$ cat config.mk
export PLATFORM = sky130hd
export DESIGN_NAME = wall_column_texel_address_gen
export DESIGN_NICKNAME = d
export VERILOG_FILES = /design/src/design/wcta_pkg.sv /design/src/design/wall_column_texel_address_gen.sv /design/src/design/wcta_div.sv
export SDC_FILE = /design/constraint.sdc
export NUM_CORES = 2
export LEC_CHECK = 0
export BUFFER_PORTS_ARGS = -buffer_cell sky130_fd_sc_hd__clkbuf_2
export CAP_MARGIN = 20
export CORE_MARGIN = 4
export CORE_UTILIZATION = 55
export CTS_BUF_LIST = sky130_fd_sc_hd__clkbuf_8
export DETAILED_ROUTE_END_ITERATION = 6
export PLACE_DENSITY = 0.73
export SLEW_MARGIN = 20
export SYNTH_ARGS = -nofsm -noshare
export SYNTH_HDL_FRONTEND = slang
export SYNTH_SLANG_ARGS = --single-unit
$ cat constraint.sdc
create_clock -name i_clk -period 10.2 [get_ports i_clk]
set_input_delay 1.02 -clock i_clk [delete_from_list [all_inputs] [get_ports i_clk]]
set_output_delay 1.02 -clock i_clk [all_outputs]
set_load 0.02 [all_outputs]
$ cat src/design/wcta_pkg.sv
`timescale 1ns / 1ps
// ----------------------------------------------------------------------------
// wcta_pkg
// shared constants and codes for the wall column texel address generator
// ----------------------------------------------------------------------------
package wcta_pkg;

    localparam int FRAC_BITS     = 16;
    localparam int HIT_FRAC_BITS = 16;
    localparam int ACC_W         = 40;
    localparam int TEX_DIM_W     = 13;
    localparam int HEIGHT_W      = 24;
    localparam int DIV_W         = TEX_DIM_W + FRAC_BITS + 8;

    localparam int MUL_A_W = 32;
    localparam int MUL_B_W = 16;

    localparam logic [1:0] OP_TEX   = 2'd0;
    localparam logic [1:0] OP_FILL  = 2'd1;
    localparam logic [1:0] OP_PIXEL = 2'd2;

    localparam logic [2:0] CFG_SCREEN_LINE = 3'd0;
    localparam logic [2:0] CFG_BPP         = 3'd1;
    localparam logic [2:0] CFG_TEX_WIDTH   = 3'd2;
    localparam logic [2:0] CFG_TEX_HEIGHT  = 3'd3;
    localparam logic [2:0] CFG_TEX_LINE    = 3'd4;

endpackage

$ cat src/design/wall_column_texel_address_gen.sv
`timescale 1ns / 1ps
// ----------------------------------------------------------------------------
// wall_column_texel_address_gen
// screen and texel address generator for one raycaster wall column
// ----------------------------------------------------------------------------
// one beat at a time goes through a single shared 32x16 multiplier under a
// small sequencer; s_axis_tready is low while a beat is in work. a next-pixel
// beat forms row times texture line length, then loads the output register,
// which waits while the previous result is still held; a start-fill beat forms
// the screen start address, and a start-texture beat also waits on the
// 37-step shift-subtract divider for the row step.
// results sit in an output register, so the next beat is taken while one waits
module wall_column_texel_address_gen (
    input  logic         i_clk,
    input  logic         i_rst_n,
    input  logic         i_cfg_we,
    input  logic [2:0]   i_cfg_addr,
    input  logic [15:0]  i_cfg_wdata,
    input  logic         s_axis_tvalid,
    output logic         s_axis_tready,
    // column_x, start_row, end_row, hit_x, hit_y, wall_is_vertical,
    // wall_height, skip_rows, tex_base, fill_color, zero pad
    input  logic [199:0] s_axis_tdata,
    // op
    input  logic [1:0]   s_axis_tuser,
    output logic         m_axis_tvalid,
    input  logic         m_axis_tready,
    // pixel_addr, texel_addr, color_out
    output logic [95:0]  m_axis_tdata,
    // from_texture
    output logic         m_axis_tuser,
    // last_pixel
    output logic         m_axis_tlast
);

    localparam int TW = wcta_pkg::TEX_DIM_W;

    typedef enum logic [3:0] {
        S_IDLE, S_R0, S_R1, S_R2, S_T0, S_T1, S_T2, S_WDIV, S_T3, S_T4, S_P0, S_P1
    } t_state;

    t_state r_state;

    // configuration
    logic [15:0]   r_sll;
    logic [3:0]    r_bpp;
    logic [TW-1:0] r_tw;
    logic [TW-1:0] r_th;
    logic [15:0]   r_tll;

    // run state
    logic                       r_run_active;
    logic                       r_run_textured;
    logic [11:0]                r_cur;
    logic [11:0]                r_stop;
    logic [31:0]                r_wa;
    logic [31:0]                r_tca;
    logic [31:0]                r_step;
    logic [wcta_pkg::ACC_W-1:0] r_acc;
    logic [31:0]                r_held;

    // captured start fields
    logic [11:0] r_colx;
    logic [11:0] r_start;
    logic [15:0] r_frac;
    logic [15:0] r_skip;
    logic [31:0] r_base;
    logic        r_hzero;

    // shared multiplier
    logic [wcta_pkg::MUL_A_W-1:0]                   mul_a;
    logic [wcta_pkg::MUL_B_W-1:0]                   mul_b;
    logic [wcta_pkg::MUL_A_W+wcta_pkg::MUL_B_W-1:0] r_prod;

    // output register
    logic        r_out_valid;
    logic [31:0] r_pix;
    logic [31:0] r_tex;
    logic [31:0] r_col;
    logic        r_from;
    logic        r_last;

    logic                       s_accept;
    logic [1:0]                 op;
    logic                       div_busy;
    logic [wcta_pkg::DIV_W-1:0] div_q;
    logic [wcta_pkg::DIV_W-1:0] dividend;
    logic [63:0]                q_ext;
    logic [31:0]                step_sat;
    logic [TW-1:0]              col;
    logic [TW-1:0]              row_lim;
    logic [wcta_pkg::ACC_W-1:0] row_full;
    logic [TW-1:0]              row_clamp;
    logic [wcta_pkg::ACC_W:0]   acc_sum;
    logic [wcta_pkg::ACC_W-1:0] acc_next;
    logic [wcta_pkg::ACC_W-1:0] acc_start;
    logic                       is_last;
    logic                       out_free;

    assign s_axis_tready = (r_state == S_IDLE);
    assign s_accept      = s_axis_tvalid && s_axis_tready;
    assign op            = s_axis_tuser;
    assign out_free      = !r_out_valid || m_axis_tready;

    assign dividend = wcta_pkg::DIV_W'(r_th) << (wcta_pkg::FRAC_BITS + 8);

    wcta_div u_div (
        .i_clk      (i_clk),
        .i_rst_n    (i_rst_n),
        .i_start    (s_accept && op == wcta_pkg::OP_TEX),
        .i_dividend (dividend),
        .i_divisor  (s_axis_tdata[116:93]),
        .o_busy     (div_busy),
        .o_quotient (div_q)
    );

    assign q_ext    = 64'(div_q);
    assign step_sat = (r_hzero || |q_ext[63:32]) ? 32'hFFFF_FFFF : q_ext[31:0];

    assign col = r_prod[wcta_pkg::HIT_FRAC_BITS+TW-1:wcta_pkg::HIT_FRAC_BITS];

    assign row_lim   = (r_th != '0) ? r_th - 1'b1 : '0;
    assign row_full  = r_acc >> wcta_pkg::FRAC_BITS;
    assign row_clamp = (row_full > wcta_pkg::ACC_W'(row_lim)) ? row_lim : row_full[TW-1:0];

    assign acc_sum  = {1'b0, r_acc} + (wcta_pkg::ACC_W + 1)'(r_step);
    assign acc_next = acc_sum[wcta_pkg::ACC_W] ? '1 : acc_sum[wcta_pkg::ACC_W-1:0];
    assign acc_start = (|r_prod[wcta_pkg::MUL_A_W+wcta_pkg::MUL_B_W-1:wcta_pkg::ACC_W])
                       ? '1 : r_prod[wcta_pkg::ACC_W-1:0];

    assign is_last = ({1'b0, r_cur} + 13'd1) >= {1'b0, r_stop};

    always_comb begin
        mul_a = '0;
        mul_b = '0;
        case (r_state)
            S_R0: begin
                mul_a = wcta_pkg::MUL_A_W'(r_start);
                mul_b = r_sll;
            end
            S_R1: begin
                mul_a = wcta_pkg::MUL_A_W'(r_colx);
                mul_b = wcta_pkg::MUL_B_W'(r_bpp);
            end
            S_T0: begin
                mul_a = wcta_pkg::MUL_A_W'(r_frac);
                mul_b = wcta_pkg::MUL_B_W'(r_tw);
            end
            S_T1: begin
                mul_a = wcta_pkg::MUL_A_W'(col);
                mul_b = wcta_pkg::MUL_B_W'(r_bpp);
            end
            S_T3: begin
                mul_a = r_step;
                mul_b = r_skip;
            end
            // held through the output wait so the product stays valid
            S_P0, S_P1: begin
                mul_a = wcta_pkg::MUL_A_W'(row_clamp);
                mul_b = r_tll;
            end
            default: begin
                mul_a = '0;
                mul_b = '0;
            end
        endcase
    end

    always_ff @(posedge i_clk) begin
        r_prod <= mul_a * mul_b;
    end

    always_ff @(posedge i_clk) begin
        if (!i_rst_n) begin
            r_sll <= 16'd7680;
            r_bpp <= 4'd4;
            r_tw  <= TW'(64);
            r_th  <= TW'(64);
            r_tll <= 16'd256;
        end else if (i_cfg_we) begin
            case (i_cfg_addr)
                wcta_pkg::CFG_SCREEN_LINE: r_sll <= i_cfg_wdata;
                wcta_pkg::CFG_BPP:         r_bpp <= i_cfg_wdata[3:0];
                wcta_pkg::CFG_TEX_WIDTH:   r_tw  <= i_cfg_wdata[TW-1:0];
                wcta_pkg::CFG_TEX_HEIGHT:  r_th  <= i_cfg_wdata[TW-1:0];
                wcta_pkg::CFG_TEX_LINE:    r_tll <= i_cfg_wdata;
                default: begin
                end
            endcase
        end
    end

    always_ff @(posedge i_clk) begin
        if (!i_rst_n) begin
            r_state        <= S_IDLE;
            r_run_active   <= 1'b0;
            r_run_textured <= 1'b0;
            r_cur          <= '0;
            r_stop         <= '0;
            r_wa           <= '0;
            r_tca          <= '0;
            r_step         <= '0;
            r_acc          <= '0;
            r_held         <= '0;
            r_out_valid    <= 1'b0;
        end else begin
            if (m_axis_tready && r_state != S_P1) begin
                r_out_valid <= 1'b0;
            end
            case (r_state)
                S_IDLE: begin
                    if (s_accept) begin
                        r_colx  <= s_axis_tdata[11:0];
                        r_start <= s_axis_tdata[23:12];
                        r_frac  <= s_axis_tdata[92] ? s_axis_tdata[79:64]
                                                    : s_axis_tdata[51:36];
                        r_hzero <= (s_axis_tdata[116:93] == '0);
                        r_skip  <= s_axis_tdata[132:117];
                        r_base  <= s_axis_tdata[164:133];
                        if (op == wcta_pkg::OP_TEX || op == wcta_pkg::OP_FILL) begin
                            r_cur          <= s_axis_tdata[23:12];
                            r_stop         <= s_axis_tdata[35:24];
                            r_run_active   <= s_axis_tdata[23:12] < s_axis_tdata[35:24];
                            r_run_textured <= (op == wcta_pkg::OP_TEX);
                            r_held         <= (op == wcta_pkg::OP_TEX)
                                              ? 32'd0 : s_axis_tdata[196:165];
                            r_state        <= S_R0;
                        end else if (op == wcta_pkg::OP_PIXEL && r_run_active) begin
                            r_state <= S_P0;
                        end
                    end
                end
                S_R0: r_state <= S_R1;
                S_R1: begin
                    r_wa    <= r_prod[31:0];
                    r_state <= S_R2;
                end
                S_R2: begin
                    r_wa    <= r_wa + r_prod[31:0];
                    r_state <= r_run_textured ? S_T0 : S_IDLE;
                end
                S_T0: r_state <= S_T1;
                S_T1: r_state <= S_T2;
                S_T2: begin
                    r_tca   <= r_base + r_prod[31:0];
                    r_state <= S_WDIV;
                end
                S_WDIV: begin
                    if (!div_busy) begin
                        r_step  <= step_sat;
                        r_state <= S_T3;
                    end
                end
                S_T3: r_state <= S_T4;
                S_T4: begin
                    r_acc   <= acc_start;
                    r_state <= S_IDLE;
                end
                S_P0: r_state <= S_P1;
                S_P1: begin
                    if (out_free) begin
                        r_out_valid <= 1'b1;
                        r_pix       <= r_wa;
                        r_tex       <= r_run_textured ? r_tca + r_prod[31:0] : 32'd0;
                        r_col       <= r_run_textured ? 32'd0 : r_held;
                        r_from      <= r_run_textured;
                        r_last      <= is_last;
                        r_wa        <= r_wa + 32'(r_sll);
                        r_cur       <= r_cur + 1'b1;
                        if (r_run_textured) begin
                            r_acc <= acc_next;
                        end
                        if (is_last) begin
                            r_run_active <= 1'b0;
                        end
                        r_state <= S_IDLE;
                    end
                end
                default: r_state <= S_IDLE;
            endcase
        end
    end

    assign m_axis_tvalid = r_out_valid;
    assign m_axis_tdata  = {r_col, r_tex, r_pix};
    assign m_axis_tuser  = r_from;
    assign m_axis_tlast  = r_last;

`ifndef SYNTHESIS
    a_idle_div_quiet: assert property (@(posedge i_clk) disable iff (!i_rst_n)
        (r_state == S_IDLE) |-> !div_busy)
        else $error("divider busy while sequencer idle");

    a_last_closes_run: assert property (@(posedge i_clk) disable iff (!i_rst_n)
        (r_state == S_P1 && out_free && is_last) |=> !r_run_active)
        else $error("run still open after last pixel");

    a_texel_no_color: assert property (@(posedge i_clk) disable iff (!i_rst_n)
        (m_axis_tvalid && m_axis_tuser) |-> (m_axis_tdata[95:64] == 32'd0))
        else $error("texel beat carries a fill value");

    a_fill_no_texel: assert property (@(posedge i_clk) disable iff (!i_rst_n)
        (m_axis_tvalid && !m_axis_tuser) |-> (m_axis_tdata[63:32] == 32'd0))
        else $error("fill beat carries a texel address");
`endif

endmodule

$ cat src/design/wcta_div.sv
`timescale 1ns / 1ps
// ----------------------------------------------------------------------------
// wcta_div
// restoring divider, one quotient bit per cycle
// ----------------------------------------------------------------------------
module wcta_div (
    input  logic                          i_clk,
    input  logic                          i_rst_n,
    input  logic                          i_start,
    input  logic [wcta_pkg::DIV_W-1:0]    i_dividend,
    input  logic [wcta_pkg::HEIGHT_W-1:0] i_divisor,
    output logic                          o_busy,
    output logic [wcta_pkg::DIV_W-1:0]    o_quotient
);

    localparam int CNT_W = $clog2(wcta_pkg::DIV_W + 1);

    logic                          r_busy;
    logic [CNT_W-1:0]              r_cnt;
    logic [wcta_pkg::DIV_W-1:0]    r_quo;
    logic [wcta_pkg::HEIGHT_W-1:0] r_rem;
    logic [wcta_pkg::HEIGHT_W-1:0] r_div;
    logic [wcta_pkg::HEIGHT_W:0]   trial;
    logic                          fits;

    assign trial = {r_rem, r_quo[wcta_pkg::DIV_W-1]};
    assign fits  = trial >= {1'b0, r_div};

    always_ff @(posedge i_clk) begin
        if (!i_rst_n) begin
            r_busy <= 1'b0;
            r_cnt  <= '0;
        end else if (i_start) begin
            r_busy <= 1'b1;
            r_cnt  <= CNT_W'(wcta_pkg::DIV_W);
            r_quo  <= i_dividend;
            r_rem  <= '0;
            r_div  <= i_divisor;
        end else if (r_busy) begin
            r_cnt <= r_cnt - 1'b1;
            if (r_cnt == CNT_W'(1)) begin
                r_busy <= 1'b0;
            end
            if (fits) begin
                r_rem <= wcta_pkg::HEIGHT_W'(trial - {1'b0, r_div});
            end else begin
                r_rem <= trial[wcta_pkg::HEIGHT_W-1:0];
            end
            r_quo <= {r_quo[wcta_pkg::DIV_W-2:0], fits};
        end
    end

    assign o_busy     = r_busy;
    assign o_quotient = r_quo;

endmodule

Word-level counts from Yosys, hierarchy flattened
Index checks and enable logic that the tools add are counted.
{"block": "totals", "reg_bits": 588, "word_cells": 158, "out_inout_bits": 100}
{"block": "op_classes", "reduce_logical": 38, "mul": 1, "addsub": 10, "n_bitwise": 2, "magnitude_cmp": 4, "n_eq_ne": 26, "muxes": 42}
{"op": "one-hot mux 32 bit (6 select lines)", "count": 1}
{"op": "2-to-1 mux 40 bit", "count": 4}
{"op": "adder 32 bit", "count": 3}
{"op": "2-to-1 mux 32 bit", "count": 3}
{"op": "one-hot mux 32 bit (3 select lines)", "count": 1}
{"op": "one-hot mux 16 bit (5 select lines)", "count": 1}
{"op": "one-hot mux 40 bit (2 select lines)", "count": 1}
{"op": "2-to-1 mux 37 bit", "count": 2}
{"op": "multiplier 32 x 16 -> 48 bit", "count": 1}
{"op": "2-to-1 mux 24 bit", "count": 2}
{"op": "one-hot mux 4 bit (11 select lines)", "count": 1}
{"op": "adder 40 x 32 -> 41 bit", "count": 1}
{"op": "2-to-1 mux 12 bit", "count": 3}
{"op": "adder 32 x 16 -> 32 bit", "count": 1}
{"op": "2-to-1 mux 13 bit", "count": 2}
{"op": ">= comparator 25 x 24 -> 1 bit", "count": 1}
{"op": "> comparator 24 x 13 -> 1 bit", "count": 1}
{"op": "logical NOT 24 bit", "count": 1}
{"op": "one-hot mux 12 bit (2 select lines)", "count": 1}
{"op": "subtractor 24 bit", "count": 1}
{"op": "2-to-1 mux 4 bit", "count": 5}
{"op": "AND reduction 2 bit", "count": 9}
{"op": "equality test 4 x 3 -> 1 bit (second input constant)", "count": 4}
{"op": "equality test 4 bit (second input constant)", "count": 4}
{"op": "39 further kinds", "count": 69}

Depth between registers and ports, before layout
{"block": "depth", "word_depth": 6, "ltp_mapped": 46, "mapped_depth_nobuf": 40}

By module
A second synthesis with hierarchy kept.
{"block": "hier_totals", "hier_cells": 5207, "hier_area_um2": 47926.0}
{"mod": "wall_column_texel_address_gen", "instances": 1, "area_per_inst_um2": 42904.9, "cells_each": 4796}
{"mod": "wcta_div", "instances": 1, "area_per_inst_um2": 5021.1, "cells_each": 411}

Least setup slack after synthesis
OpenSTA, ideal clock, no wires.
{"block": "synth_timing", "kind": "reg-to-reg", "from": "register r_th[0]", "to": "register r_prod[42] (netlist name)", "arrival_ns": 9.265, "path_stages_with_launch": 46, "path_slack_ns": 0.814, "n_path_buf": 6, "required_ns": 10.080, "setup_time_ns": 0.120, "path_cell_list": "dfxtp_1 -> inv_1 -> ha_1 -> nand2_1 -> or3_1 -> or3_1 -> nor2_1 -> buf_4 -> nor2_2 -> inv_2 -> buf_2 -> ha_1 -> nor2b_1 -> o21a_1 -> o21a_1 -> o21a_1 -> o21a_1 -> o211ai_2 -> (+10 left out) -> fa_1 -> inv_1 -> fa_1 -> fa_1 -> inv_1 -> fa_1 -> inv_1 -> ha_1 -> clkbuf_1 -> nand4_1 -> or3_1 -> o211ai_1 -> a41oi_1 -> a211oi_2 -> o21a_1 -> a21o_1 -> a21oi_1 -> xnor2_1"}
{"block": "synth_between", "elab_chain_len": 6, "elab_cells_between_ends": 7, "cone_classes": "add/sub: 1; mul: 1; order compare: 1; mux: 3; reduce/logical: 1"}
{"item": "from (decl)", "line_no": "wall_column_texel_address_gen.sv:48", "text": "logic [TW-1:0] r_th;"}
{"item": "from (signal assigned)", "line_no": "wall_column_texel_address_gen.sv:185", "text": "wcta_pkg::CFG_TEX_HEIGHT: r_th <= i_cfg_wdata[TW-1:0];"}
{"item": "subtractor 13 x 1 -> 13 bit / nonzero test 13 bit (equally long branches)", "line_no": "wall_column_texel_address_gen.sv:122", "text": "assign row_lim = (r_th != '0) ? r_th - 1'b1 : '0;"}
{"item": "2-to-1 mux 13 bit *", "line_no": "wall_column_texel_address_gen.sv:122"}
{"item": "> comparator 24 x 13 -> 1 bit", "line_no": "wall_column_texel_address_gen.sv:124", "text": "assign row_clamp = (row_full > wcta_pkg::ACC_W'(row_lim)) ? row_lim : row_full[TW-1:0];"}
{"item": "2-to-1 mux 13 bit *", "line_no": "wall_column_texel_address_gen.sv:124"}
{"item": "one-hot mux 32 bit (6 select lines) *", "line_no": "wall_column_texel_address_gen.sv:136", "text": "case (r_state)"}
{"item": "multiplier 32 x 16 -> 48 bit *", "line_no": "wall_column_texel_address_gen.sv:170", "text": "r_prod <= mul_a * mul_b;"}
{"item": "to (signal assigned)", "line_no": "wall_column_texel_address_gen.sv:170"}
{"item": "to (decl)", "line_no": "wall_column_texel_address_gen.sv:73", "text": "logic [wcta_pkg::MUL_A_W+wcta_pkg::MUL_B_W-1:0] r_prod;"}
Every way passes the cells marked *; elsewhere a longest branch is shown, timed or not.
A chain may end at the register's enable or synchronous reset.

Final worst setup path
{"block": "layout_timing", "from": "register r_th[0]", "to": "register r_prod[45] (netlist name)"}
The elaborated chain is that of the path after synthesis.

==> impl_metrics.ini <==
[worst_hold_path]
hold_class = register to register
min_path_cells = 2
min-delay-start = r_held[4]$_SDFFE_PN0P_
whs_endpoint = r_held[4]$_SDFFE_PN0P_

[timing]
finalCritPeriodShare_pct = 96.5
period_minus_slack_ns = 9.84
worst_slew_pin_slew_ns = 1.21
skew_ns = 0.0453
hold_slack_ns = 0.444
slew_headroom_pct = 19.2
setup_tns_ns = 0
maxSlewViolCount = 0
fmax_ghz = 0.102
hold_viol = 0
finalSetupViolations = 0

[floorplan]
io_pins = 326
dieArea_sq_um = 97200
coreArea_sq_um = 91500
die_w_microns = 312
rows = 111
die_y_microns = 312
start_util_pct = 55.4

[worst_setup_path]
worstSetupPathType = register to register
critPathMaxFanout = 20
crit_top_cell = fa_1
r2r-start = r_th[0]$_SDFFE_PN0P_
worst_path_largest_cell_delay_ns = 0.60
critical-path-top-delay-family = adder cells
critPathRequiredTime_ns = 10.80
worst-path-buf-inv = 8
r2r_end = r_prod[45]$_DFF_P_
r2r_cells = 39
rrSetupSlack_ns = 0.36
cp-end-kind = register
crit_path_start_kind = register
cp.arrival_ns = 10.45
cp_slowest_cell = fa_1

[cts]
clk_latency_ns = 0.73
holdBufCountCts = 0
clk_pin_slew_ns = 0.06
cts_buffers = 96
root_buffer = clkbuf_8
clockBufferDepth = 3
cts_tree = yes
clock-sinks = 588
htreeDepth = 3

[synth]
synth_area_leaders = fa_1 (17%), edfxtp_1 (16%), dfxtp_1 (12%)
syn_inst = 5836
syn-num-nets = 6794
yosys_warnings = 0
yosysMostFrequentCell = nand2_1
synth.avg_cell_area_sq_um = 8.69
synthFlopType = dfxtp_1
synth_edf_count = 272
async_reset_ff_share_pct = 0
ys_seq_elements = 588
synth_top_cell_by_area = fa_1
synth_cell_types = 93
synth.cells.most_frequent = nand2_1 (902), inv_1 (565), fa_1 (423)
synth_area_sq_um = 50700
ys_seq_area_share_pct = 28.6
yosysTopAreaCellShare_pct = 16.7

[global_route]
grt_pass1_vias = 44600
grt_max_degree = 90
grt_first_pass_wirelength_microns = 267000
track_usage_pct = 35.4
overflow = 0
antenna_found_initial = 3

[power_and_ir_drop]
fin_total_pwr_mw = 8.76
leakagePower_nw = 23.4
power.density_nw_per_um2 = 157
irDropWorstVdd_uv = 121

[routing]
vias = 46200
ant_nets = 0
wirelength_microns = 176000
routedWlPerCell_microns = 24.1
via_per_inst = 6.32
drc = 0
first_pass_iters = 7
drtIter0Drc = 5152

[final_layout]
finish.utilization_pct = 61.0
final_nets = 6989
drive_gt1_share_pct = 12.4
largest-register = r_prod
syn_to_final_growth_pct = 10.1
largest_reg_flops = 48

[placement]
numPortBuffers = 298
dpl.hpwl_microns = 134000
gp_congestion = 1.01

[flow_run]
cap_violations = 0

[outcome]
outcome = finished clean
worst max-delay path by stage:
stage / startpoint / endpoint / slack, ns / cells after the start
6_report: r_th[0]$_SDFFE_PN0P_ / r_prod[45]$_DFF_P_ / 0.36 / 39
4_1_cts: r_th[0]$_SDFFE_PN0P_ / r_prod[28]$_DFF_P_ / 0.09 / 39
5_1_grt: r_th[0]$_SDFFE_PN0P_ / r_prod[45]$_DFF_P_ / -0.03 / 40
3_5_place_dp: r_th[0]$_SDFFE_PN0P_ / r_prod[42]$_DFF_P_ / 0.11 / 37
3_3_place_gp: r_th[0]$_SDFFE_PN0P_ / r_prod[42]$_DFF_P_ / 0.18 / 38
2_1_floorplan: r_th[0]$_SDFFE_PN0P_ / r_prod[42]$_DFF_P_ / 0.81 / 45
power by group:
group | total (mW) | internal [mW] | switching, mW | leakage [nW]
clock | 2.11 | 1.10 | 1.01 | 1.13
sequential | 2.96 | 2.71 | 0.254 | 5.11
combinational | 3.69 | 1.15 | 2.54 | 17.2
total | 8.76 | 4.96 | 3.80 | 23.4
stage by stage:
stage               cells  setup slack (ns)  area [sq um]
floorplan            5836             0.814         50700
global placement     7115             0.185         53800
detailed placement   7115             0.110         53800
CTS                  7296            0.0872         55700
global route         7300           -0.0350         55900
finish               7301             0.357         55900
cells by family after synthesis:
logic type / count (synthesis) / share of synthesized area (%)
AOI/OAI and AO/OA: 1276 / 17.2
xor gates and xnor gates: 166 / 2.87
adders and majority gates: 732 / 24.3
buffers and inverters: 965 / 7.34
DFF: 588 / 28.6
muxes: 53 / 1.13
and+or+nand+nor: 2056 / 18.5
layout make-up:
type / count / area, sq um
inverters: 578 / 2170
clock inverters: 71 / 457
clock buffers: 110 / 1510
fillers: 7993 / 35700
well taps: 1186 / 1480
multi-input cells: 4283 / 32800
flip-flops and latches: 588 / 14500
repair buffers: 484 / 2990
diodes: 1 / 2.50
what timing repair did:
action,in CTS,in global routing
setup endpoints to repair,0,21
setup buffers,0,4
gates resized for setup,0,25
worst min-delay path, cell delays in order (launching register included):
cell and delay (ns):
dfxtp_1 0.30, nand2_1 0.05, a21oi_1 0.05
routing by layer:
layer / share of wire, % / track usage (%) / vias to the layer above
met5: 0.0062 / 0 / -
met4: 5.4 / 16.6 / 2
met3: 11 / 8.06 / 502
met2: 44 / 54.5 / 2553
met1: 40 / 47.7 / 22400
li1: - / - / 20700
cell usage in the layout (no fill, tap or decap), types with 99 or more instances in the layout:
| cell type | Yosys | layout |
|---|---|---|
| a21o_1 | 107 | 107 |
| clkbuf_2 | 1 | 297 |
| nand2_1 | 902 | 901 |
| dfxtp_1 | 316 | 316 |
| o311ai_0 | 106 | 99 |
| o21ai_0 | 171 | 170 |
| xnor2_1 | 101 | 101 |
| nor4_1 | 117 | 116 |
| edfxtp_1 | 272 | 272 |
| buf_4 | 3 | 178 |
| nand3_1 | 146 | 144 |
| fa_1 | 423 | 423 |
| clkbuf_8 | 0 | 110 |
| ha_1 | 309 | 309 |
| nor2b_1 | 100 | 100 |
| inv_1 | 565 | 598 |
| nor2_1 | 419 | 411 |
| a21oi_1 | 389 | 384 |
| a311oi_1 | 118 | 113 |
(Power assumes the default switching activity.)
